**src/rtl/csvdue_pkg.sv**
```systemverilog
// shared types and constants for the due-row counter
`timescale 1ns / 1ps

package csvdue_pkg;

    // configuration register indexes
    localparam logic REG_DELIMITER = 1'b0;
    localparam logic REG_SESSION   = 1'b1;

    // input opcodes
    localparam logic OP_BYTE = 1'b0;
    localparam logic OP_END  = 1'b1;

    // number parse phases
    localparam logic [1:0] PH_BLANKS = 2'd0;
    localparam logic [1:0] PH_DIGITS = 2'd1;
    localparam logic [1:0] PH_STOP   = 2'd2;

    // special bytes
    localparam logic [7:0] CH_QUOTE = 8'h22;
    localparam logic [7:0] CH_CR    = 8'h0D;
    localparam logic [7:0] CH_LF    = 8'h0A;
    localparam logic [7:0] CH_SPACE = 8'h20;
    localparam logic [7:0] CH_TAB   = 8'h09;
    localparam logic [7:0] CH_VT    = 8'h0B;
    localparam logic [7:0] CH_FF    = 8'h0C;
    localparam logic [7:0] CH_PLUS  = 8'h2B;
    localparam logic [7:0] CH_MINUS = 8'h2D;
    localparam logic [7:0] CH_ZERO  = 8'h30;
    localparam logic [7:0] CH_NINE  = 8'h39;

    localparam logic [7:0] DELIM_RESET = 8'd44;

    // running state of the schedule number
    typedef struct packed {
        logic [1:0]  phase;
        logic        negative;
        logic [31:0] value;
    } t_num;

endpackage

```
**src/rtl/csvdue_in_if.sv**
```systemverilog
// input channel: table bytes and end items
`timescale 1ns / 1ps

interface csvdue_in_if;
    logic       valid;
    logic       ready;
    logic       opcode;
    logic [7:0] data_byte;

    modport source (output valid, output opcode, output data_byte, input ready);
    modport sink   (input valid, input opcode, input data_byte, output ready);
endinterface

```
**src/rtl/csvdue_out_if.sv**
```systemverilog
// output channel: counts reported at the end of a table
`timescale 1ns / 1ps

interface csvdue_out_if;
    logic        valid;
    logic        ready;
    logic [31:0] answer_count;
    logic [31:0] due_count;
    logic [31:0] row_count;
    logic        schedule_present;

    modport source (output valid, output answer_count, output due_count,
                    output row_count, output schedule_present, input ready);
    modport sink   (input valid, input answer_count, input due_count,
                    input row_count, input schedule_present, output ready);
endinterface

```
**src/rtl/csvdue_num.sv**
```systemverilog
// one character step of the atol-style schedule number parse
`timescale 1ns / 1ps

module csvdue_num (
    input  csvdue_pkg::t_num i_cur,
    input  logic [7:0]       i_char,
    output csvdue_pkg::t_num o_next
);

    logic        w_blank;
    logic        w_digit;
    logic [31:0] w_digit_val;
    logic [31:0] w_times_ten;

    assign w_blank = (i_char == csvdue_pkg::CH_SPACE) || (i_char == csvdue_pkg::CH_TAB) ||
                     (i_char == csvdue_pkg::CH_LF) || (i_char == csvdue_pkg::CH_VT) ||
                     (i_char == csvdue_pkg::CH_FF) || (i_char == csvdue_pkg::CH_CR);
    assign w_digit = (i_char >= csvdue_pkg::CH_ZERO) && (i_char <= csvdue_pkg::CH_NINE);
    assign w_digit_val = {24'd0, i_char - csvdue_pkg::CH_ZERO};
    // x*10 as x*8 + x*2, wrapping
    assign w_times_ten = {i_cur.value[28:0], 3'd0} + {i_cur.value[30:0], 1'b0};

    always_comb begin
        o_next = i_cur;
        case (i_cur.phase)
            csvdue_pkg::PH_BLANKS: begin
                if (!w_blank) begin
                    if ((i_char == csvdue_pkg::CH_PLUS) || (i_char == csvdue_pkg::CH_MINUS)) begin
                        o_next.negative = (i_char == csvdue_pkg::CH_MINUS);
                        o_next.phase    = csvdue_pkg::PH_DIGITS;
                    end else if (w_digit) begin
                        o_next.value = w_digit_val;
                        o_next.phase = csvdue_pkg::PH_DIGITS;
                    end else begin
                        o_next.phase = csvdue_pkg::PH_STOP;
                    end
                end
            end
            csvdue_pkg::PH_DIGITS: begin
                if (w_digit) begin
                    o_next.value = w_times_ten + w_digit_val;
                end else begin
                    o_next.phase = csvdue_pkg::PH_STOP;
                end
            end
            default: begin
                o_next = i_cur;
            end
        endcase
    end

endmodule

```
**src/rtl/csv_due_row_counter.sv**
```systemverilog
// Due-row counter for a delimited text table.
// Bytes of the table arrive on i_in with opcode 0, one item per byte; an item
// with opcode 1 ends the table. Only the end item gives a result on o_out:
// the due count (or the row count when the header lacks schedule columns),
// both counts and the schedule flag. The state then clears for a new table.
// i_cfg_we/i_cfg_index/i_cfg_data write the field delimiter (index 0) and the
// current session (index 1); the user must do so only while the block is idle,
// which the block itself does not enforce. An item is taken into an input
// register and processed from there by a single pass of compares, a times-ten
// add and one 32-bit compare; an end item's counts are then registered in the
// output register. Throughput is one item per cycle but for a waiting end item.
// When o_out stalls, table bytes keep flowing; only a second end item waits
// in the input register until the held result is taken.
// Synchronous reset clears the parser state, empties both registers and
// loads delimiter 44 and session 0.
`timescale 1ns / 1ps

module csv_due_row_counter #(
    parameter int COLUMN_COUNT = 6,
    parameter int DIGIT_LIMIT  = 15
) (
    input  logic        i_clk,
    input  logic        i_rst_n,
    input  logic        i_cfg_we,
    input  logic        i_cfg_index,
    input  logic [31:0] i_cfg_data,
    csvdue_in_if.sink   i_in,
    csvdue_out_if.source o_out
);

    localparam logic [7:0] LAST_FIELD = 8'(COLUMN_COUNT - 1);
    localparam logic [3:0] CHAR_LIMIT = 4'(DIGIT_LIMIT);

    // configuration
    logic [7:0]  r_delim;
    logic [31:0] r_session;

    // input register
    logic       r_in_valid;
    logic       r_in_op;
    logic [7:0] r_in_byte;

    // parser state
    logic             r_in_quotes,   n_in_quotes;
    logic             r_after_close, n_after_close;
    logic [7:0]       r_field_idx,   n_field_idx;
    logic [3:0]       r_chars,       n_chars;
    csvdue_pkg::t_num r_num,         n_num;
    logic             r_row_data,    n_row_data;
    logic             r_hdr_pending, n_hdr_pending;
    logic             r_has_sched,   n_has_sched;
    logic [31:0]      r_due,         n_due;
    logic [31:0]      r_rows,        n_rows;

    // output register
    logic        r_out_valid;
    logic [31:0] r_out_answer;
    logic [31:0] r_out_due;
    logic [31:0] r_out_rows;
    logic        r_out_sched;

    logic             w_advance;
    logic             w_process;
    logic             w_load_out;
    csvdue_pkg::t_num w_num_next;
    logic [31:0]      w_signed_val;
    logic             w_due_hit;
    logic [31:0]      w_fin_rows;
    logic [31:0]      w_fin_due;
    logic [8:0]       w_hdr_fields;
    logic [31:0]      w_end_rows;
    logic [31:0]      w_end_due;

    // an end item needs the output slot free or draining
    assign w_advance  = !(r_in_op == csvdue_pkg::OP_END && r_out_valid && !o_out.ready);
    assign w_process  = r_in_valid && w_advance;
    assign w_load_out = w_process && (r_in_op == csvdue_pkg::OP_END);
    assign i_in.ready = !r_in_valid || w_advance;

    csvdue_num u_num (
        .i_cur  (r_num),
        .i_char (r_in_byte),
        .o_next (w_num_next)
    );

    // row close: row count and due test on the schedule field
    assign w_signed_val = r_num.negative ? (32'd0 - r_num.value) : r_num.value;
    assign w_due_hit    = r_has_sched && (r_field_idx == LAST_FIELD) && (r_chars != 4'd0) &&
                          (w_signed_val <= r_session);
    assign w_fin_rows   = (r_rows != 32'hFFFF_FFFF) ? r_rows + 32'd1 : r_rows;
    assign w_fin_due    = (w_due_hit && (r_due != 32'hFFFF_FFFF)) ? r_due + 32'd1 : r_due;
    assign w_hdr_fields = {1'b0, r_field_idx} + 9'd1;

    assign w_end_rows = (r_row_data && !r_hdr_pending) ? w_fin_rows : r_rows;
    assign w_end_due  = (r_row_data && !r_hdr_pending) ? w_fin_due  : r_due;

    always_comb begin
        n_in_quotes   = r_in_quotes;
        n_after_close = r_after_close;
        n_field_idx   = r_field_idx;
        n_chars       = r_chars;
        n_num         = r_num;
        n_row_data    = r_row_data;
        n_hdr_pending = r_hdr_pending;
        n_has_sched   = r_has_sched;
        n_due         = r_due;
        n_rows        = r_rows;
        if (w_process) begin
            if (r_in_op == csvdue_pkg::OP_END) begin
                n_in_quotes   = 1'b0;
                n_after_close = 1'b0;
                n_field_idx   = 8'd0;
                n_chars       = 4'd0;
                n_num         = '0;
                n_row_data    = 1'b0;
                n_hdr_pending = 1'b1;
                n_has_sched   = 1'b0;
                n_due         = 32'd0;
                n_rows        = 32'd0;
            end else begin
                n_after_close = 1'b0;
                if (r_after_close && r_in_byte == csvdue_pkg::CH_QUOTE) begin
                    // doubled quote goes back into quote mode
                    n_in_quotes = 1'b1;
                end else if (r_in_quotes) begin
                    if (r_in_byte == csvdue_pkg::CH_QUOTE) begin
                        n_in_quotes   = 1'b0;
                        n_after_close = 1'b1;
                    end
                end else if (r_in_byte == csvdue_pkg::CH_QUOTE && r_chars == 4'd0) begin
                    n_in_quotes = 1'b1;
                end else if (r_in_byte == csvdue_pkg::CH_CR) begin
                    n_in_quotes = r_in_quotes;
                end else if (r_in_byte == r_delim) begin
                    if (r_field_idx != 8'hFF) begin
                        n_field_idx = r_field_idx + 8'd1;
                    end
                    n_chars = 4'd0;
                    n_num   = '0;
                end else if (r_in_byte == csvdue_pkg::CH_LF) begin
                    if (r_row_data) begin
                        if (r_hdr_pending) begin
                            n_has_sched   = (w_hdr_fields >= 9'(COLUMN_COUNT));
                            n_hdr_pending = 1'b0;
                        end else begin
                            n_rows = w_fin_rows;
                            n_due  = w_fin_due;
                        end
                    end
                    n_field_idx = 8'd0;
                    n_chars     = 4'd0;
                    n_num       = '0;
                    n_row_data  = 1'b0;
                end else begin
                    n_row_data = 1'b1;
                    if (r_field_idx == LAST_FIELD && r_chars < CHAR_LIMIT) begin
                        n_chars = r_chars + 4'd1;
                        n_num   = w_num_next;
                    end
                end
            end
        end
    end

    always_ff @(posedge i_clk) begin
        if (!i_rst_n) begin
            r_delim       <= csvdue_pkg::DELIM_RESET;
            r_session     <= 32'd0;
            r_in_valid    <= 1'b0;
            r_in_quotes   <= 1'b0;
            r_after_close <= 1'b0;
            r_field_idx   <= 8'd0;
            r_chars       <= 4'd0;
            r_num         <= '0;
            r_row_data    <= 1'b0;
            r_hdr_pending <= 1'b1;
            r_has_sched   <= 1'b0;
            r_due         <= 32'd0;
            r_rows        <= 32'd0;
            r_out_valid   <= 1'b0;
        end else begin
            if (i_cfg_we) begin
                case (i_cfg_index)
                    csvdue_pkg::REG_DELIMITER: r_delim   <= i_cfg_data[7:0];
                    csvdue_pkg::REG_SESSION:   r_session <= i_cfg_data;
                    default:                   r_delim   <= r_delim;
                endcase
            end
            if (i_in.ready) begin
                r_in_valid <= i_in.valid;
            end
            r_in_quotes   <= n_in_quotes;
            r_after_close <= n_after_close;
            r_field_idx   <= n_field_idx;
            r_chars       <= n_chars;
            r_num         <= n_num;
            r_row_data    <= n_row_data;
            r_hdr_pending <= n_hdr_pending;
            r_has_sched   <= n_has_sched;
            r_due         <= n_due;
            r_rows        <= n_rows;
            if (w_load_out) begin
                r_out_valid <= 1'b1;
            end else if (o_out.ready) begin
                r_out_valid <= 1'b0;
            end
        end
    end

    // payload registers
    always_ff @(posedge i_clk) begin
        if (i_in.ready && i_in.valid) begin
            r_in_op   <= i_in.opcode;
            r_in_byte <= i_in.data_byte;
        end
        if (w_load_out) begin
            r_out_answer <= r_has_sched ? w_end_due : w_end_rows;
            r_out_due    <= w_end_due;
            r_out_rows   <= w_end_rows;
            r_out_sched  <= r_has_sched;
        end
    end

    assign o_out.valid            = r_out_valid;
    assign o_out.answer_count     = r_out_answer;
    assign o_out.due_count        = r_out_due;
    assign o_out.row_count        = r_out_rows;
    assign o_out.schedule_present = r_out_sched;

endmodule

```
**src/flat_wrapper.sv**
```systemverilog
// flat-port wrapper written by rule: the top's interface ports become plain ports
module csv_due_row_counter_flat 
#(
    parameter int COLUMN_COUNT = 6,
    parameter int DIGIT_LIMIT  = 15
)
  (i_clk, i_rst_n, i_cfg_we, i_cfg_index, i_cfg_data, i_in_valid, i_in_opcode, i_in_data_byte, i_in_ready, o_out_valid, o_out_answer_count, o_out_due_count, o_out_row_count, o_out_schedule_present, o_out_ready);
  csvdue_in_if i_in_i ();
  csvdue_out_if o_out_i ();
  input  logic i_clk;
  input  logic i_rst_n;
  input  logic i_cfg_we;
  input  logic i_cfg_index;
  input  logic [31:0] i_cfg_data;
  input wire logic [$bits(i_in_i.valid)-1:0] i_in_valid;
  input wire logic [$bits(i_in_i.opcode)-1:0] i_in_opcode;
  input wire logic [$bits(i_in_i.data_byte)-1:0] i_in_data_byte;
  output wire logic [$bits(i_in_i.ready)-1:0] i_in_ready;
  output wire logic [$bits(o_out_i.valid)-1:0] o_out_valid;
  output wire logic [$bits(o_out_i.answer_count)-1:0] o_out_answer_count;
  output wire logic [$bits(o_out_i.due_count)-1:0] o_out_due_count;
  output wire logic [$bits(o_out_i.row_count)-1:0] o_out_row_count;
  output wire logic [$bits(o_out_i.schedule_present)-1:0] o_out_schedule_present;
  input wire logic [$bits(o_out_i.ready)-1:0] o_out_ready;
  assign i_in_i.valid = i_in_valid;
  assign i_in_i.opcode = i_in_opcode;
  assign i_in_i.data_byte = i_in_data_byte;
  assign i_in_ready = i_in_i.ready;
  assign o_out_valid = o_out_i.valid;
  assign o_out_answer_count = o_out_i.answer_count;
  assign o_out_due_count = o_out_i.due_count;
  assign o_out_row_count = o_out_i.row_count;
  assign o_out_schedule_present = o_out_i.schedule_present;
  assign o_out_i.ready = o_out_ready;
  csv_due_row_counter #(.COLUMN_COUNT(COLUMN_COUNT), .DIGIT_LIMIT(DIGIT_LIMIT)) u_core (.i_clk(i_clk), .i_rst_n(i_rst_n), .i_cfg_we(i_cfg_we), .i_cfg_index(i_cfg_index), .i_cfg_data(i_cfg_data), .i_in(i_in_i), .o_out(o_out_i));
endmodule
```
**config.mk**
```make
export PLATFORM = sky130hd
export DESIGN_NAME = csv_due_row_counter_flat
export DESIGN_NICKNAME = d
export VERILOG_FILES = /design/src/rtl/csvdue_pkg.sv /design/src/rtl/csvdue_in_if.sv /design/src/rtl/csvdue_out_if.sv /design/src/rtl/csvdue_num.sv /design/src/rtl/csv_due_row_counter.sv /design/src/flat_wrapper.sv
export SDC_FILE = /design/constraint.sdc
export NUM_CORES = 1
export LEC_CHECK = 0
export BUFFER_PORTS_ARGS = -buffer_cell sky130_fd_sc_hd__buf_2
export CORE_MARGIN = 5
export CORE_UTILIZATION = 40
export CTS_CLUSTER_DIAMETER = 60
export DETAILED_ROUTE_END_ITERATION = 10
export PLACE_DENSITY = 0.61
export SLEW_MARGIN = 20
export SYNTH_ARGS = -nofsm -noshare
export SYNTH_HDL_FRONTEND = slang
export SYNTH_HIERARCHICAL = 1
export SYNTH_SLANG_ARGS = --single-unit
```
**constraint.sdc**
```tcl
create_clock -name i_clk -period 6.1 [get_ports i_clk]
set_input_delay 0.305 -clock i_clk [delete_from_list [all_inputs] [get_ports i_clk]]
set_output_delay 0.305 -clock i_clk [all_outputs]
set_load 0.01 [all_outputs]
```
* Word-level counts from Yosys, hierarchy flattened
Cells that the tools add are included.
Word-level totals: input port bits 47, register bits 264, word-level logic and storage cells 207, output and inout port bits 99
Cells by class: muxes and demuxes 94, add/sub/neg operators 9, bitwise operators 1, magnitude comparators 5, eq/ne operators 28, reduce and logical (&&, ||, !) cells 48
Operators by type and width (number):
- 2-to-1 mux 32 bit | 27
- 2-to-1 mux 35 bit | 9
- adder 32 x 1 -> 32 bit, second input constant | 2
- 2-to-1 mux 8 bit | 8
- inequality test 32 bit, second input constant | 2
- case mux 32 bit (2 select lines) | 1
- equality test 8 x 4 -> 1 bit, second input constant | 5
- 2-to-1 mux 1 bit | 37
- AND reduction 9 bit | 4
- adder 32 bit | 1
- adder 32 x 8 -> 32 bit | 1
- equality test 8 x 6 -> 1 bit, second input constant | 4
- less-or-equal comparator 32 bit | 1
- 2-to-1 mux 4 bit | 8
- subtractor 1 x 32 -> 32 bit, first input constant | 1
- inequality test 5 x 2 -> 1 bit, second input constant | 5
- nonzero test 4 bit | 4
- logical AND 1 bit | 14
- inequality test 2 x 1 -> 1 bit, second input constant | 6
- AND reduction 6 bit | 2
- AND reduction 11 bit | 1
- adder 8 x 1 -> 9 bit, second input constant | 1
- >= comparator 9 x 3 -> 1 bit, second input constant | 1
- adder 8 x 1 -> 8 bit, second input constant | 1
- other kinds (24) | 39

* Logic depth before layout (Yosys ltp)
Gate-level depths: netlist (run 1).
word-level depth 16, depth in mapped cells 18

* Cells and area by module
Netlist (run 1), hierarchy kept.
Modules (own cells, without submodules):
- csv_due_row_counter | cells an instance 1563, area each 13832.0 µm², sequential area each 6346.1 µm², instances 1
- csvdue_num | cells an instance 339, area each 2493.6 µm², sequential area each 0.0 µm², instances 1

* Worst setup path before layout (run 1)
Ideal clock, no wire load.
kind flip-flop to flip-flop, from reg u_core/r_num[2] in the netlist's numbering, to reg u_core.r_out_answer[19], in the netlist u_core/o_out.answer_count[19] (data pin), cell stages (with the launch flop) 18, path buffers 2, library setup time 0.274 ns, data arrival time 4.556 ns, path slack 1.270 ns, cells stage by stage dfxtp_1 -> nor4_1 -> nand3_1 -> o41ai_1 -> nand2_1 -> a21oi_1 -> nand2_1 -> xor2_1 -> ha_1 -> nand4_1 -> nor4_1 -> nand2_1 -> a22o_1 -> or3_4 -> buf_6 -> clkbuf_1 -> o31ai_1 -> a31oi_1
Between the ends: word-level cells in the longest chain between the ends 8
RTL lines:
- start, declared | RTL line csv_due_row_counter.sv:48 | csvdue_pkg::t_num r_num, n_num;
- start signal, assigned | RTL line csv_due_row_counter.sv:196 | r_num <= n_num;
- subtractor 1 x 32 -> 32 bit | RTL line csv_due_row_counter.sv:87 | assign w_signed_val = r_num.negative ? (32'd0 - r_num.value) : r_num.value;
- 2-to-1 mux 32 bit * | RTL line csv_due_row_counter.sv:87
- less-or-equal comparator 32 bit * | RTL line csv_due_row_counter.sv:89 | (w_signed_val <= r_session);
- logical AND 1 bit * | RTL line csv_due_row_counter.sv:88 | assign w_due_hit = r_has_sched && (r_field_idx == LAST_FIELD) && (r_chars != 4'd0) &&
- logical AND 1 bit * | RTL line csv_due_row_counter.sv:91 | assign w_fin_due = (w_due_hit && (r_due != 32'hFFFF_FFFF)) ? r_due + 32'd1 : r_due;
- 2-to-1 mux 32 bit * | RTL line csv_due_row_counter.sv:91
- 2-to-1 mux 32 bit * | RTL line csv_due_row_counter.sv:95 | assign w_end_due = (r_row_data && !r_hdr_pending) ? w_fin_due : r_due;
- 2-to-1 mux 32 bit * | RTL line csv_due_row_counter.sv:217 | r_out_answer <= r_has_sched ? w_end_due : w_end_rows;
- end signal, assigned | RTL line csv_due_row_counter.sv:217
- end, declared | RTL line csv_due_row_counter.sv:57 | logic [31:0] r_out_answer;
Every way passes the cells marked *; elsewhere a longest branch is shown, timed or not. A chain may end at the register's enable or synchronous reset.

* Worst setup path in the final report (run 1)
from reg u_core/r_num[2] in the netlist's numbering, to reg u_core.r_out_answer[23], in the netlist u_core/o_out.answer_count[23] (data pin)
The elaborated chain is that of the path after synthesis.

==> qor.yml, run 1 <==
timing.hold.ws_ns: 0.0196
routedWlPerCell_um: 18.4
cts_buffers: 34
tightest_slew_ns: 1.14
swShare_pct: 23.5
seq_power_share_pct: 45.3
finClkSkew_ns: 0.0293
critPathArrivalTime_ns: 5.88
worst_ep_required_time_ns: 6.39
drt_pass1_iterations: 6
clock-sinks: 264
cts_hold_buffers: 31
report.final.slew_viol_count: 0
final_common_cell: "nand2_1"
period_minus_slack_ns: 5.59
peakVddDrop_v: 0.000196
synth_top_area_cell: "edfxtp_1"
antenna_cells: 0
dp.cells: 2479
detail-route-antenna-nets: 0
startpoint_type: "flip-flop"
via_count: 15000
crit_top_cell: "nand2_1"
rsz0062_at_grt: "no"
nets: 2163
dieArea_mm2: 0.0450
pwr-share-comb_pct: 5.6
synth_area_mm2: 0.0163
power.total_mw: 4.18
seq_area_frac_synth_pct: 38.9
clock_path_buffers: 3
initial_core_util_pct: 40.2
worst_path_max_delay_cell: "nor4_1"
synth-main-ff-cell: "dfxtp_1"
grt_overflow: 0
cts-root-buf: "clkbuf_16"
fin_crit_sh_pct: 91.7
end_kind: "flip-flop"
slew_headroom_pct: 23.3
fin_setup_tns_ns: 0
htree_levels: 2
synth_edf_count: 106
synthTopCellsByArea: "edfxtp_1, dfxtp_1, ha_1"
finalNonFillerCells: 2571
drive_gt1_share_pct: 12.9
crit_fanout: 31
slowest_delay_ns: 0.70
async_flop_share_pct: 0
hold_path_class: "input pin to flip-flop"
setup_viol: 0
io_pins: 146
power.density_mw_per_mm2: 221
antenna_found_initial: 0
hold_violations: 0
internal-power_mw: 3.20
post-cts-setup-buffers: 0
grt_pass1_wl_mm: 74.7
clk_latency_ns: 0.54
netlist_instances: 1902
grt_start_max_net_pins: 79
synth_seq_cells: 264
die_y_um: 212
utilization_pct: 46.4
cp_top_family: "simple AND/OR/NAND/NOR gates"
place_congestion: 0.909
path_class: "flip-flop to flip-flop"
via_per_inst: 5.82
cts_tree: "yes"
cts_resized: 0
dpl.hpwl_mm: 34.0
fin_area_mm2: 0.0189
clock.fmax_mhz: 179
grt_use_total_pct: 20.3
coreArea_mm2: 0.0406
leakagePower_nw: 7.19
drt_iter0_markers: 1082
setup_slack_ns: 0.505
final_cell_mix: "nand2_1, dfxtp_1, buf_2"
clock_power_share_pct: 49.1
synth_warnings: 6
synth.avg_cell_area_um2: 8.58
row_count: 74
synth_top_area_share_pct: 19.5
totalWireLength_mm: 47.3
port_buffers: 145
preCtsSetupSlack_ns: 0.506
synth.distinct_cells: 82
status: "finished clean"
clk_pin_slew_ns: 0.06
crit_chain: "nor4_1 > nand3_1 > o41ai_1 > buf_4 > nand2_1 > a21oi_1 > nand2_1 > xor2_1 > ha_1 > nand4_1 > nor4_1 > nand2_1 > a22o_1 > or3_4 > or3_1 > o221a_2"
cap_violations: 0
drc: 0
grt_pass1_vias: 14100
dpl-instance-area_mm2: 0.0174
syn-num-nets: 2051
path_buf_inv: 1
p_sw_uw: 982
die_w_um: 212
areaGrowthSynthToFinish_pct: 15.6
-- layer usage --
layer  GRT usage (%)  up-vias  share of wire [%]
met5               0        -                  0
met4            6.71        0                2.8
met3            2.61       90                5.6
met2            35.6      431                 49
met1            26.2     7192                 43
li1                -     7255                  -
-- layout make-up --
| type | count | area (µm²) |
|---|---|---|
| timing repair buffer | 194 | 1170 |
| multi-input combinational | 1452 | 9290 |
| clock inverter | 20 | 234 |
| fill | 3968 | 21800 |
| sequential | 264 | 6350 |
| tap | 532 | 666 |
| clock buffer | 41 | 908 |
| inverter | 68 | 259 |
-- final timing paths --
check / slack [ns] / depth (start not counted) / start / to
max: 0.51 / 16 / u_core/r_num[2] / u_core/o_out.answer_count[23]
min: 0.02 / 3 / i_cfg_data[11] / u_core/r_session[11]
max reg2reg: 0.51 / 16 / u_core/r_num[2] / u_core/o_out.answer_count[23]
min reg2reg: 0.45 / 2 / u_core/r_session[2] / u_core/r_session[2]
-- worst reg2reg max path, cell delays in order, from the launching register on --
cell and delay (ns):
dfxtp_1 0.44, nor4_1 0.71, nand3_1 0.28, o41ai_1 0.40, buf_4 0.20, nand2_1 0.08, a21oi_1 0.31, nand2_1 0.12
xor2_1 0.17, ha_1 0.31, nand4_1 0.14, nor4_1 0.38, nand2_1 0.13, a22o_1 0.37, or3_4 0.58, or3_1 0.48
o221a_2 0.26
-- power by group through the flow --
stage | combinational, mW | sequential (mW) | clock [mW]
after CTS | 0.234 | 1.89 | 2.10
after detailed placement | 0.218 | 1.93 | 0
final | 0.233 | 1.89 | 2.05
after global placement | 0.215 | 1.93 | 0
after floorplan | 0.121 | 1.94 | 0
after global routing | 0.258 | 1.90 | 2.17
-- sequential cells by signal, summed over array words and instances, names as in the netlist --
signal / cells
u_core/r_hdr_pending: 1
u_core/r_rows: 32
u_core/r_in_quotes: 1
u_core/r_delim: 8
u_core/r_in_byte: 8
u_core/o_out.due_count: 32
u_core/r_in_op: 1
u_core/r_field_idx: 8
u_core/r_row_data: 1
u_core/o_out.valid: 1
u_core/r_in_valid: 1
u_core/r_session: 32
u_core/r_has_sched: 1
u_core/r_due: 32
u_core/o_out.row_count: 32
u_core/r_chars: 4
u_core/r_after_close: 1
u_core/o_out.answer_count: 32
u_core/o_out.schedule_present: 1
u_core/r_num: 35
-- cell usage after synthesis (all sizes together) (11+ instances only) --
master and count:
inv 67, or3 34, a21o 19, o211ai 14, o21ai 100, edfxtp 106, or4 15, xor2 44
a31oi 46, o311ai 14, nand2 260, dfxtp 158, and4 12, o31ai 17, a211oi 11, a22oi 41
buf 23, xnor2 67, and3 30, o21a 14, nor2 141, nor4 30, o41ai 12, nand3 75
clkbuf 95, and2 12, ha 96, a21oi 132, nor2b 14, nand4 36, nor3 45
-- cells by family (layout without fill, tap and decap cells) --
group | count (synthesis) | in the layout | synth area share, %
adder cells (fa/ha/maj) | 103 | 103 | 8.15
flip-flops | 264 | 264 | 38.9
XOR/XNOR | 111 | 111 | 5.95
buffers and inverters | 186 | 323 | 4.51
AO/OA/AOI/OAI | 493 | 493 | 19.8
multiplexers | 10 | 10 | 0.682
AND/OR/NAND/NOR | 735 | 735 | 22.0
Power figures use the tool's default switching activity.
==> run 2: changes to the inputs <==
--- a/config.mk
+++ b/config.mk
@@ -10,6 +10,9 @@
 export CORE_UTILIZATION = 40
 export CTS_CLUSTER_DIAMETER = 60
 export DETAILED_ROUTE_END_ITERATION = 10
+export GPL_ROUTABILITY_DRIVEN = 1
+export HOLD_SLACK_MARGIN = 0.08
+export MAX_ROUTING_LAYER = met4
 export PLACE_DENSITY = 0.61
 export SLEW_MARGIN = 20
 export SYNTH_ARGS = -nofsm -noshare
==> run 2 against run 1 <==
Net effect: sequential power about the same; total power up 2.7%; maximum frequency increased by 0.65%; clock skew is 0.0065 ns lower; global-route usage is 0.63 points higher; first-iteration DRC count shrank 11%; sequential share of layout area down 0.31 points; die area unchanged; critical path type unchanged; critical endpoint unchanged.
==> qor.yml, run 2 (synthesis results as in run 1) <==
cap_violations: 0  # unchanged
peakVddDrop_v: 0.000173  # -12%
port_buffers: 145  # unchanged
final_cell_mix: "nand2_1, dfxtp_1, buf_2"
nets: 2174  # +0.51%
via_count: 14900  # -0.19%
clock-sinks: 264  # unchanged
clk_pin_slew_ns: 0.06  # about the same
cts_tree: "yes"
use_met1_pct: 25.8  # -0.40 points
clock_power_share_pct: 50.4  # +1.3 points
power.density_mw_per_mm2: 225  # +1.8%
grt_pass1_wl_mm: 74.7  # about the same
finClkSkew_ns: 0.0228  # -0.00649 ns
io_pins: 146  # unchanged
fin_setup_tns_ns: 0  # unchanged
drive_gt1_share_pct: 13.1  # +0.17 points
met3_usage_pct: 3.39  # +0.78 points
r2r-end: "u_core/o_out.answer_count[23]"
grt_overflow: 0  # unchanged
htree_levels: 2  # unchanged
r2r_start: "u_core/r_num[2]"
cts_hold_buffers: 42  # +35%
drc: 0  # unchanged
clk_latency_ns: 0.55  # about the same
detail-route-antenna-nets: 0  # unchanged
grt_use_total_pct: 21.0  # +0.63 points
die_y_um: 212  # unchanged
die_w_um: 212  # unchanged
initial_core_util_pct: 40.2  # unchanged
pwr-share-comb_pct: 5.6  # about the same
antenna_cells: 0  # unchanged
utilization_pct: 46.9  # +0.43 points
via_per_inst: 5.78  # -0.65%
crit_fanout: 31  # unchanged
p_sw_mw: 1.03  # +4.4%
drt_iter0_markers: 968  # -11%
final_common_cell: "nand2_1"
period_minus_slack_ns: 5.56  # -0.0360 ns
dpl.hpwl_mm: 34.3  # +0.81%
post-cts-setup-buffers: 0  # unchanged
drt_pass1_iterations: 5  # -1
path_buf_inv: 1  # unchanged
place_congestion: 0.902  # -0.82%
status: "finished clean"
hold_depth: 4  # +1
report.final.slew_viol_count: 0  # unchanged
cp_top_family: "simple AND/OR/NAND/NOR gates"
routedWlPerCell_um: 18.4  # about the same
power.total_mw: 4.29  # +2.7%
antenna_found_initial: 0  # unchanged
worst_ep_required_time_ns: 6.40  # about the same
row_count: 74  # unchanged
holdCritStartpoint: "o_out_ready"
tightest_slew_ns: 1.10  # -0.0372 ns
coreArea_mm2: 0.0406  # unchanged
hold_violations: 0  # unchanged
seq_power_share_pct: 44.1  # -1.2 points
crit_top_cell: "nand2_1"
critPathArrivalTime_ns: 5.86  # -0.02 ns
cts-root-buf: "clkbuf_16"
r2r_cells: 16  # unchanged
fin_crit_sh_pct: 91.1  # -0.59 points
startpoint_type: "flip-flop"
path_class: "flip-flop to flip-flop"
use_met2_pct: 35.1  # -0.46 points
slowest_delay_ns: 0.71  # about the same
cts_resized: 0  # unchanged
regMostFlops: "u_core/r_num"
clock_path_buffers: 3  # unchanged
hold_path_class: "input pin to flip-flop"
grt_pass1_vias: 14000  # -0.54%
end_kind: "flip-flop"
n_fill_cell: 3868  # -2.5%
internal-power_mw: 3.27  # +2.2%
areaGrowthSynthToFinish_pct: 16.7
largest_register_ffs: 35  # unchanged
busiest_layer: "met2"
setup_viol: 0  # unchanged
grt_start_max_net_pins: 77  # -2.5%
totalWireLength_mm: 47.4  # +0.37%
crit_chain: "nor4_1 > nand3_1 > o41ai_1 > buf_4 > nand2_1 > a21oi_1 > nand2_1 > xor2_1 > ha_1 > nand4_1 > nor4_1 > nand2_1 > a22o_1 > or3_4 > or3_1 > o221a_2"
reg2reg_slack_ns: 0.54  # +0.04 ns
dieArea_mm2: 0.0450  # unchanged
worst_path_max_delay_cell: "nor4_1"
swShare_pct: 23.9  # +0.38 points
leakagePower_nw: 7.26  # +1.0%
rsz0062_at_grt: "no"
hold_end: "u_core/r_in_valid"
cts_buffers: 35  # +2.9%
clock.fmax_mhz: 180  # +0.65%
slew_headroom_pct: 26.3  # +3.0 points
[run 2: changes by cell type in the layout (fill, tap and decap cells not counted), moves of 2 or more]
cell           before  now
clkinv_8            0    2
dlygate4sd3_1      31   42
clkbuf_8            1    3
inv_8               0    3
clkbuf_1            5    2
[run 2: through the flow]
step	hold slack, ns	worst slack, ns	cells	area [µm²]
final	0.161	0.541	2583	19000
after CTS	0.135	0.577	2583	19000
after global routing	0.176	0.0838	2583	19000
after global placement	0.443	0.574	2478	17400
after floorplan	0.404	1.27	1902	16300
after detailed placement	0.447	0.590	2478	17400
[run 2: final cells by class]
type                            count  area [µm²]  share of cell area (%)
Sequential cell                   264        6350                    33.3
Inverter                           68         259                    1.36
Tap cell                          532         666                    3.49
Timing Repair Buffer              204        1270                    6.69
Multi-Input combinational cell   1452        9270                    48.7
Clock buffer                       41         950                    4.99
Clock inverter                     22         280                    1.47
[run 2: worst max path at each step]
| stage | slack (ns) | startpoint | endpoint | cells after the start |
|---|---|---|---|---|
| 2_1_floorplan | 1.27 | u_core/r_num[2] | u_core/o_out.answer_count[19] | 17 |
| 3_3_place_gp | 0.57 | u_core/r_num[2] | u_core/o_out.answer_count[23] | 16 |
| 3_5_place_dp | 0.59 | u_core/r_num[2] | u_core/o_out.answer_count[23] | 16 |
| 4_1_cts | 0.58 | u_core/r_num[2] | u_core/o_out.answer_count[23] | 16 |
| 5_1_grt | 0.08 | u_core/r_num[2] | u_core/o_out.answer_count[23] | 16 |
| 6_report | 0.54 | u_core/r_num[2] | u_core/o_out.answer_count[23] | 16 |
[run 2: worst register-to-register path, cell delays in order, from the launching register on]
cell,delay (ns)
dfxtp_1,0.43
nor4_1,0.71
nand3_1,0.31
o41ai_1,0.42
buf_4,0.20
nand2_1,0.07
a21oi_1,0.31
nand2_1,0.11
xor2_1,0.16
ha_1,0.30
nand4_1,0.14
nor4_1,0.37
nand2_1,0.12
a22o_1,0.37
or3_4,0.59
or3_1,0.47
o221a_2,0.26
[run 2: layer usage]
metal / share of wire [%] / vias to the layer above
li1: - / 7285
met3: 6.1 / 113
met1: 42 / 7047
met5: 0 / -
met2: 48 / 495
met4: 3.4 / 0
[run 2: power by group through the flow]
stage	logic, mW	registers (mW)	clock network, mW
6_report	0.239	1.89	2.16
5_1_grt	0.262	1.90	2.28
4_1_cts	0.239	1.89	2.22
3_5_place_dp	0.217	1.93	0
3_3_place_gp	0.214	1.93	0
2_1_floorplan	0.121	1.94	0
